`src/hw/rtl/mdlp_pkg.sv`:
```
`default_nettype none
package mdlp_pkg;

    localparam int unsigned TotalW = 61;
    localparam int unsigned RemW = 7;

    localparam logic [7:0] PadMarker = 8'h80;
    localparam logic [RemW-1:0] BlockBytes = 7'd64;
    localparam logic [RemW-1:0] LenBytes = 7'd8;
    localparam logic [RemW-1:0] MinPad = 7'd9;

    localparam logic ADDR_SECRET_LEN = 1'b0;
    localparam logic ADDR_LEN_LE = 1'b1;

    typedef struct packed {
        logic       valid;
        logic [7:0] data;
        logic       last;
    } mdlp_push_t;

    typedef struct packed {
        logic can_take;
        logic can_last;
    } mdlp_pack_status_t;

    function automatic logic [63:0] byte_reverse(input logic [63:0] w);
        logic [63:0] r;
        for (int i = 0; i < 8; i++)
        begin
            r[8*i +: 8] = w[8*(7-i) +: 8];
        end
        return r;
    endfunction

endpackage
`default_nettype wire

```
`src/hw/rtl/mdlp_packer.sv`:
```
`default_nettype none
module mdlp_packer
    import mdlp_pkg::*;
(
    input  wire logic              clk,
    input  wire logic              rst_n,
    input  wire mdlp_push_t        push,
    output mdlp_pack_status_t      status,
    output logic                   word_valid,
    input  wire logic              word_ready,
    output logic [63:0]            out_word,
    output logic [3:0]             byte_count,
    output logic                   final_word
);

    logic [55:0] buf_reg;
    logic [2:0]  fill_reg;
    logic        valid_reg;
    logic [63:0] word_reg;
    logic [3:0]  count_reg;
    logic        final_reg;

    logic        can_emit;
    logic        emit;
    logic [63:0] wide;
    logic [2:0]  sh;
    logic [63:0] aligned;

    always_comb
    begin
        can_emit = !valid_reg || word_ready;
        emit = push.valid && ((fill_reg == 3'd7) || push.last);
        wide = {buf_reg, push.data};
        sh = 3'd7 - fill_reg;
        aligned = wide << {sh, 3'b000};
        status.can_take = can_emit || (fill_reg != 3'd7);
        status.can_last = can_emit;
    end

    always_ff @(posedge clk or negedge rst_n)
    begin
        if (!rst_n)
        begin
            buf_reg <= '0;
            fill_reg <= '0;
            valid_reg <= 1'b0;
        end
        else
        begin
            if (valid_reg && word_ready)
            begin
                valid_reg <= 1'b0;
            end
            if (push.valid)
            begin
                if (emit)
                begin
                    valid_reg <= 1'b1;
                    buf_reg <= '0;
                    fill_reg <= '0;
                end
                else
                begin
                    buf_reg <= wide[55:0];
                    fill_reg <= fill_reg + 3'd1;
                end
            end
        end
    end

    always_ff @(posedge clk)
    begin
        if (push.valid && emit)
        begin
            word_reg <= aligned;
            count_reg <= {1'b0, fill_reg} + 4'd1;
            final_reg <= push.last;
        end
    end

    assign word_valid = valid_reg;
    assign out_word = word_reg;
    assign byte_count = count_reg;
    assign final_word = final_reg;

endmodule
`default_nettype wire

```
`src/hw/rtl/md_length_padder.sv`:
```
// Channel   Handshake                Payload
// request   req_valid / req_ready    data_byte, has_byte, end_of_message
// result    word_valid / word_ready  out_word, byte_count, final_word
// config    APB psel/penable/pwrite  paddr, pwdata, prdata (secret_len @0, endianness @4)
// Message bytes enter one per cycle; a word leaves on every eighth byte.
// End of message starts the pad sequencer: one pad byte per cycle through the
// shared byte packer, 9 to 72 pad bytes, request channel held off meanwhile.
// A full result register with word_ready low stalls the packer and sequencer.
// Reset clears all control state; registers read back zero.
`default_nettype none
module md_length_padder
    import mdlp_pkg::*;
(
    input  wire logic        clk,
    input  wire logic        rst_n,
    input  wire logic        req_valid,
    output logic             req_ready,
    input  wire logic [7:0]  data_byte,
    input  wire logic        has_byte,
    input  wire logic        end_of_message,
    output logic             word_valid,
    input  wire logic        word_ready,
    output logic [63:0]      out_word,
    output logic [3:0]       byte_count,
    output logic             final_word,
    input  wire logic        psel,
    input  wire logic        penable,
    input  wire logic        pwrite,
    input  wire logic [2:0]  paddr,
    input  wire logic [31:0] pwdata,
    output logic [31:0]      prdata,
    output logic             pready
);

    localparam logic ST_IDLE = 1'b0;
    localparam logic ST_PAD = 1'b1;

    logic              state_reg;
    logic [15:0]       secret_len_reg;
    logic              len_le_reg;
    logic              started_reg;
    logic [TotalW-1:0] total_reg;
    logic [RemW-1:0]   rem_reg;
    logic              first_reg;
    logic [63:0]       len_sr_reg;

    mdlp_push_t        push;
    mdlp_pack_status_t pk_status;

    logic              req_fire;
    logic              active;
    logic [TotalW-1:0] total_next;
    logic [63:0]       bits;
    logic [RemW-1:0]   plen;
    logic              pad_last;
    logic              pad_adv;
    logic              cfg_wr;

    always_comb
    begin
        req_ready = (state_reg == ST_IDLE) && pk_status.can_take;
        req_fire = req_valid && req_ready;
        active = has_byte || end_of_message;
        total_next = (started_reg ? total_reg : {{(TotalW-16){1'b0}}, secret_len_reg})
                     + {{(TotalW-1){1'b0}}, has_byte};
        bits = {total_next, 3'b000};
        plen = BlockBytes - {1'b0, total_next[5:0]};
        if (plen < MinPad)
        begin
            plen = plen + BlockBytes;
        end
        pad_last = (rem_reg == 7'd1);
        pad_adv = (state_reg == ST_PAD) &&
                  (pad_last ? pk_status.can_last : pk_status.can_take);

        push.valid = 1'b0;
        push.data = data_byte;
        push.last = 1'b0;
        unique case (state_reg)
            ST_IDLE:
            begin
                push.valid = req_fire && has_byte;
            end
            ST_PAD:
            begin
                push.valid = pad_adv;
                push.last = pad_last;
                if (first_reg)
                    push.data = PadMarker;
                else if (rem_reg <= LenBytes)
                    push.data = len_sr_reg[63:56];
                else
                    push.data = 8'h00;
            end
            default:
            begin
                push.valid = 1'b0;
            end
        endcase

        pready = 1'b1;
        cfg_wr = psel && penable && pwrite && pready;
        prdata = (paddr[2] == ADDR_LEN_LE) ? {31'b0, len_le_reg} : {16'b0, secret_len_reg};
    end

    always_ff @(posedge clk or negedge rst_n)
    begin
        if (!rst_n)
        begin
            secret_len_reg <= '0;
            len_le_reg <= 1'b0;
        end
        else if (cfg_wr)
        begin
            unique case (paddr[2])
                ADDR_SECRET_LEN: secret_len_reg <= pwdata[15:0];
                ADDR_LEN_LE:     len_le_reg <= pwdata[0];
                default:         len_le_reg <= len_le_reg;
            endcase
        end
    end

    always_ff @(posedge clk or negedge rst_n)
    begin
        if (!rst_n)
        begin
            state_reg <= ST_IDLE;
            started_reg <= 1'b0;
            total_reg <= '0;
            rem_reg <= '0;
            first_reg <= 1'b0;
            len_sr_reg <= '0;
        end
        else
        begin
            unique case (state_reg)
                ST_IDLE:
                begin
                    if (req_fire && active)
                    begin
                        if (end_of_message)
                        begin
                            started_reg <= 1'b0;
                            total_reg <= '0;
                            rem_reg <= plen;
                            first_reg <= 1'b1;
                            len_sr_reg <= len_le_reg ? byte_reverse(bits) : bits;
                            state_reg <= ST_PAD;
                        end
                        else
                        begin
                            started_reg <= 1'b1;
                            total_reg <= total_next;
                        end
                    end
                end
                ST_PAD:
                begin
                    if (pad_adv)
                    begin
                        first_reg <= 1'b0;
                        if (!first_reg && (rem_reg <= LenBytes))
                        begin
                            len_sr_reg <= {len_sr_reg[55:0], 8'h00};
                        end
                        rem_reg <= rem_reg - 7'd1;
                        if (pad_last)
                        begin
                            state_reg <= ST_IDLE;
                        end
                    end
                end
                default:
                begin
                    state_reg <= ST_IDLE;
                end
            endcase
        end
    end

    mdlp_packer u_packer (
        .clk        (clk),
        .rst_n      (rst_n),
        .push       (push),
        .status     (pk_status),
        .word_valid (word_valid),
        .word_ready (word_ready),
        .out_word   (out_word),
        .byte_count (byte_count),
        .final_word (final_word)
    );

endmodule
`default_nettype wire

```
`config.mk`:
```
export PLATFORM = sky130hd
export DESIGN_NAME = md_length_padder
export DESIGN_NICKNAME = d
export VERILOG_FILES = /design/src/hw/rtl/mdlp_pkg.sv /design/src/hw/rtl/mdlp_packer.sv /design/src/hw/rtl/md_length_padder.sv
export SDC_FILE = /design/constraint.sdc
export NUM_CORES = 1
export LEC_CHECK = 0
export BUFFER_PORTS_ARGS = -buffer_cell sky130_fd_sc_hd__buf_2
export CAP_MARGIN = 25
export CELL_PAD_IN_SITES_DETAIL_PLACEMENT = 0
export CELL_PAD_IN_SITES_GLOBAL_PLACEMENT = 1
export CORE_MARGIN = 5
export CORE_UTILIZATION = 52
export CTS_BUF_LIST = sky130_fd_sc_hd__clkbuf_2 sky130_fd_sc_hd__clkbuf_4 sky130_fd_sc_hd__clkbuf_8
export DETAILED_ROUTE_END_ITERATION = 10
export GPL_ROUTABILITY_DRIVEN = 0
export GPL_TIMING_DRIVEN = 0
export PLACE_DENSITY = 0.95
export SYNTH_ARGS = -nofsm -noshare
export SYNTH_HDL_FRONTEND = slang
export SYNTH_SLANG_ARGS = --single-unit
export TNS_END_PERCENT = 5
```
`constraint.sdc`:
```
create_clock -name clk -period 8.5 [get_ports clk]
set_input_delay 0.85 -clock clk [delete_from_list [all_inputs] [get_ports clk]]
set_output_delay 0.85 -clock clk [all_outputs]
set_load 0.02 [all_outputs]
```
==> metrics.md <==
| Metric | Value |
|---|---|
| Outcome | finished clean |
| Tightest Pin Transition | 1.01 ns |
| Setup TNS | 0 ns |
| Final wirelength | 53200 um |
| Total of max-cap violations | 0 |
| Vias in the first global route | 14300 |
| Final ANT Viol Nets | 0 |
| Total GRT Usage | 30.9% |
| Area leader, netlist | dfrtp_1 |
| Sw power | 2.62 mW |
| Post-CTS Hold Fix Bufs | 0 |
| Reg power frac | 35.3% |
| Die Footprint | 33800 um2 |
| Count of final setup violators | 0 |
| Met2 Wirelength | 22600 um |
| Critical Path RT | 8.94 ns |
| Starting DRT DRC Count | 2082 |
| Final HPWL DP | 38900 um |
| Synth Flop Type | dfrtp_1 |
| Reg clk slew, reported paths | 0.06 ns |
| Clock share of power | 22.4% |
| Clock Skews | 0.0224 ns |
| Min cycle time layout | 6.63 ns |
| Crit. End Element | flip-flop |
| Layout Area Growth over Synthesis | 14.6% |
| CTS Sinks | 281 |
| H-tree lvl count | 2 |
| Pwr Density | 340 nW/um2 |
| Post-synthesis sequential area ratio | 47.0% |
| Final net count | 1901 |
| Max Used Layer | met4 |
| Die X | 184 um |
| Synthesized area | 15700 um2 |
| Pre-CTS WS | 2.30 ns |
| Total congestion overflow | 0 |
| Final hold vios | 0 |
| Met3 WL | 6600 um |
| # DRC | 0 |
| Starting density of the core | 52.8% |
| Top cells by area, synth | dfrtp_1 (34%), edfxtp_1 (13%), nand2_1 (6.5%) |
| Relative slew margins | 32.0% |
| EDFF count, synth | 69 |
| M1 WL | 20400 um |
| Post-synth ARST share | 75.4% |
| DR pass1 iterations | 6 |
| Setup WS post-layout | 1.87 ns |
| Syn_area_per_cell | 9.49 um2 |
| Most frequent cell after synthesis | nand2_1 |
| Comb pwr share | 42.2% |
| # rows | 63 |
| Clock Latency Late Sink | 0.59 ns |
| Final period utilization | 77.9% |
| Crit path launch type | flip-flop |
| Core area | 29700 um2 |
| Worst vdd ir | 0.163 mV |
| Ys Warns | 0 |
| Port-buffer cells | 120 |
| Clock buffer depth | 3 |
| Seq cells post-synth | 281 |
| IO Pins | 156 |
| Layout cell share with drive strength beyond 1 | 17.0% |
| Max Clk Rate | 0.151 GHz |
| Post_cts resized | 0 |
| Pins over their slew limit | 0 |
| RSZ-0062 raised after global routing | no |
| Root buf cell | clkbuf_8 |
| Synth top area share | 33.8% |
| Leak | 7.56 nW |
| Synth top cells by count | nand2_1 (270), dfrtp_1 (212), o21ai_0 (161), clkbuf_1 (90), nor2_1 (86) |
| Critical Path AT | 7.06 ns |
| Initial antenna violation count | 1 |
| Power Internal | 3.50 mW |
| Min-delay worst type | primary input to asynchronous set/reset pin |
| Total CTS buffers | 48 |
| Switching part of the total | 42.8% |
| Die Ht | 184 um |
| Critical path class | flip-flop to flip-flop |
| Syn Inst Count | 1655 |
| Yosys cell types | 76 |
| Core Util, Final | 60.6% |
| CTS tree | done |
| Largest net degree at the start of global routing | 116 |
| Crit Path Max Fanout | 10 |
| WL/cell | 23.5 um |
| Post-CTS setup buffers | 0 |
| Vias | 14700 |
| First-pass GRT wire length | 82200 um |
| DR vias/cell | 6.49 |
## power by group through the flow
stage | combinational (mW) | sequential [mW] | clock, mW
CTS | 2.51 | 2.14 | 1.38
global placement | 2.43 | 2.15 | 0
global route | 2.75 | 2.20 | 1.44
finish | 2.59 | 2.16 | 1.37
floorplan | 1.64 | 2.12 | 0
detailed placement | 2.49 | 2.16 | 0
## cell families after synthesis
logic type               synth area share, %
AND/OR/NAND/NOR                         19.9
adder cells (fa/ha/maj)                0.558
multiplexers                            8.44
flip-flops                              47.0
XOR/XNOR                                3.28
AO/OA/AOI/OAI                           16.4
buffers and inverters                   4.41
other                                 0.0478
## stage by stage
| step | instances | hold WS (ns) | area, um2 | total power [mW] |
|---|---|---|---|---|
| 2_1_floorplan | 1670 | 0.442 | 15800 | 3.77 |
| 3_3_place_gp | 2180 | 0.463 | 16800 | 4.58 |
| 3_5_place_dp | 2182 | 0.470 | 16900 | 4.65 |
| 4_1_cts | 2269 | 0.383 | 18000 | 6.03 |
| 5_1_grt | 2270 | 0.455 | 18000 | 6.39 |
| 6_report | 2270 | 0.365 | 18000 | 6.12 |
## placed cells by master, fill, tap and decap left out, types with 15 or more instances in the layout
cell type,Yosys,final
nor2b_1,27,27
nor2_1,86,85
inv_1,21,21
nor3_1,17,16
edfxtp_1,69,69
conb_1,2,17
and2_1,23,23
dfrtp_1,212,212
clkbuf_1,90,90
o21ai_0,161,161
nand3_1,66,66
nor4_1,15,15
clkbuf_8,0,60
nand4_1,20,20
mux2_2,52,52
mux2i_1,68,68
or3_1,18,18
a221oi_1,23,23
a21oi_1,65,65
xor2_1,23,23
a22o_1,38,38
o22ai_1,17,17
and3_1,31,31
buf_2,11,130
nand2_1,270,270
buf_4,18,18
clkbuf_4,0,15
xnor2_1,34,34
## metal layers
layer  track usage [%]  up-vias
li1                  -     6362
met1              41.0     6943
met2              46.4     1142
met3              7.42      290
met4              18.0        0
met5                 0        -
## critical path, cell delays in order, from the launching register on
cell and delay [ns]:
dfrtp_1 0.34, buf_6 0.15, buf_6 0.18, buf_4 0.23
buf_2 0.31, buf_1 0.66, buf_2 0.51, clkbuf_1 0.77
mux2_2 0.30, ha_1 0.16, buf_6 0.14, nand4_2 0.22
a21o_1 0.30, nor4_2 0.85, nand3_1 0.40, o31a_1 0.39
o21ai_1 0.38, o21ai_0 0.16
## layout make-up
type / instances / area [um2]
clock buffer: 75 / 938
fill: 2552 / 11700
clock inverter: 12 / 143
timing repair buffer: 122 / 658
tap: 390 / 488
sequential: 281 / 7380
buffer: 134 / 614
inverter: 21 / 78.8
antenna: 1 / 2.50
multi-input combinational: 1234 / 7700
## final timing paths
path / endpoint / slack [ns] / depth (start not counted) / start
min reg2reg: u_packer.buf_reg[48] / 0.48 / 2 / u_packer.buf_reg[48]
max reg2reg: len_sr_reg[2] / 1.87 / 17 / started_reg
min: secret_len_reg[3] / 0.37 / 1 / rst_n
max in group asynchronous: len_sr_reg[12] / 7.12 / 2 / rst_n
min in group clk: u_packer.buf_reg[48] / 0.48 / 2 / u_packer.buf_reg[48]
max: len_sr_reg[2] / 1.87 / 17 / started_reg
(Power assumes the default switching activity.)
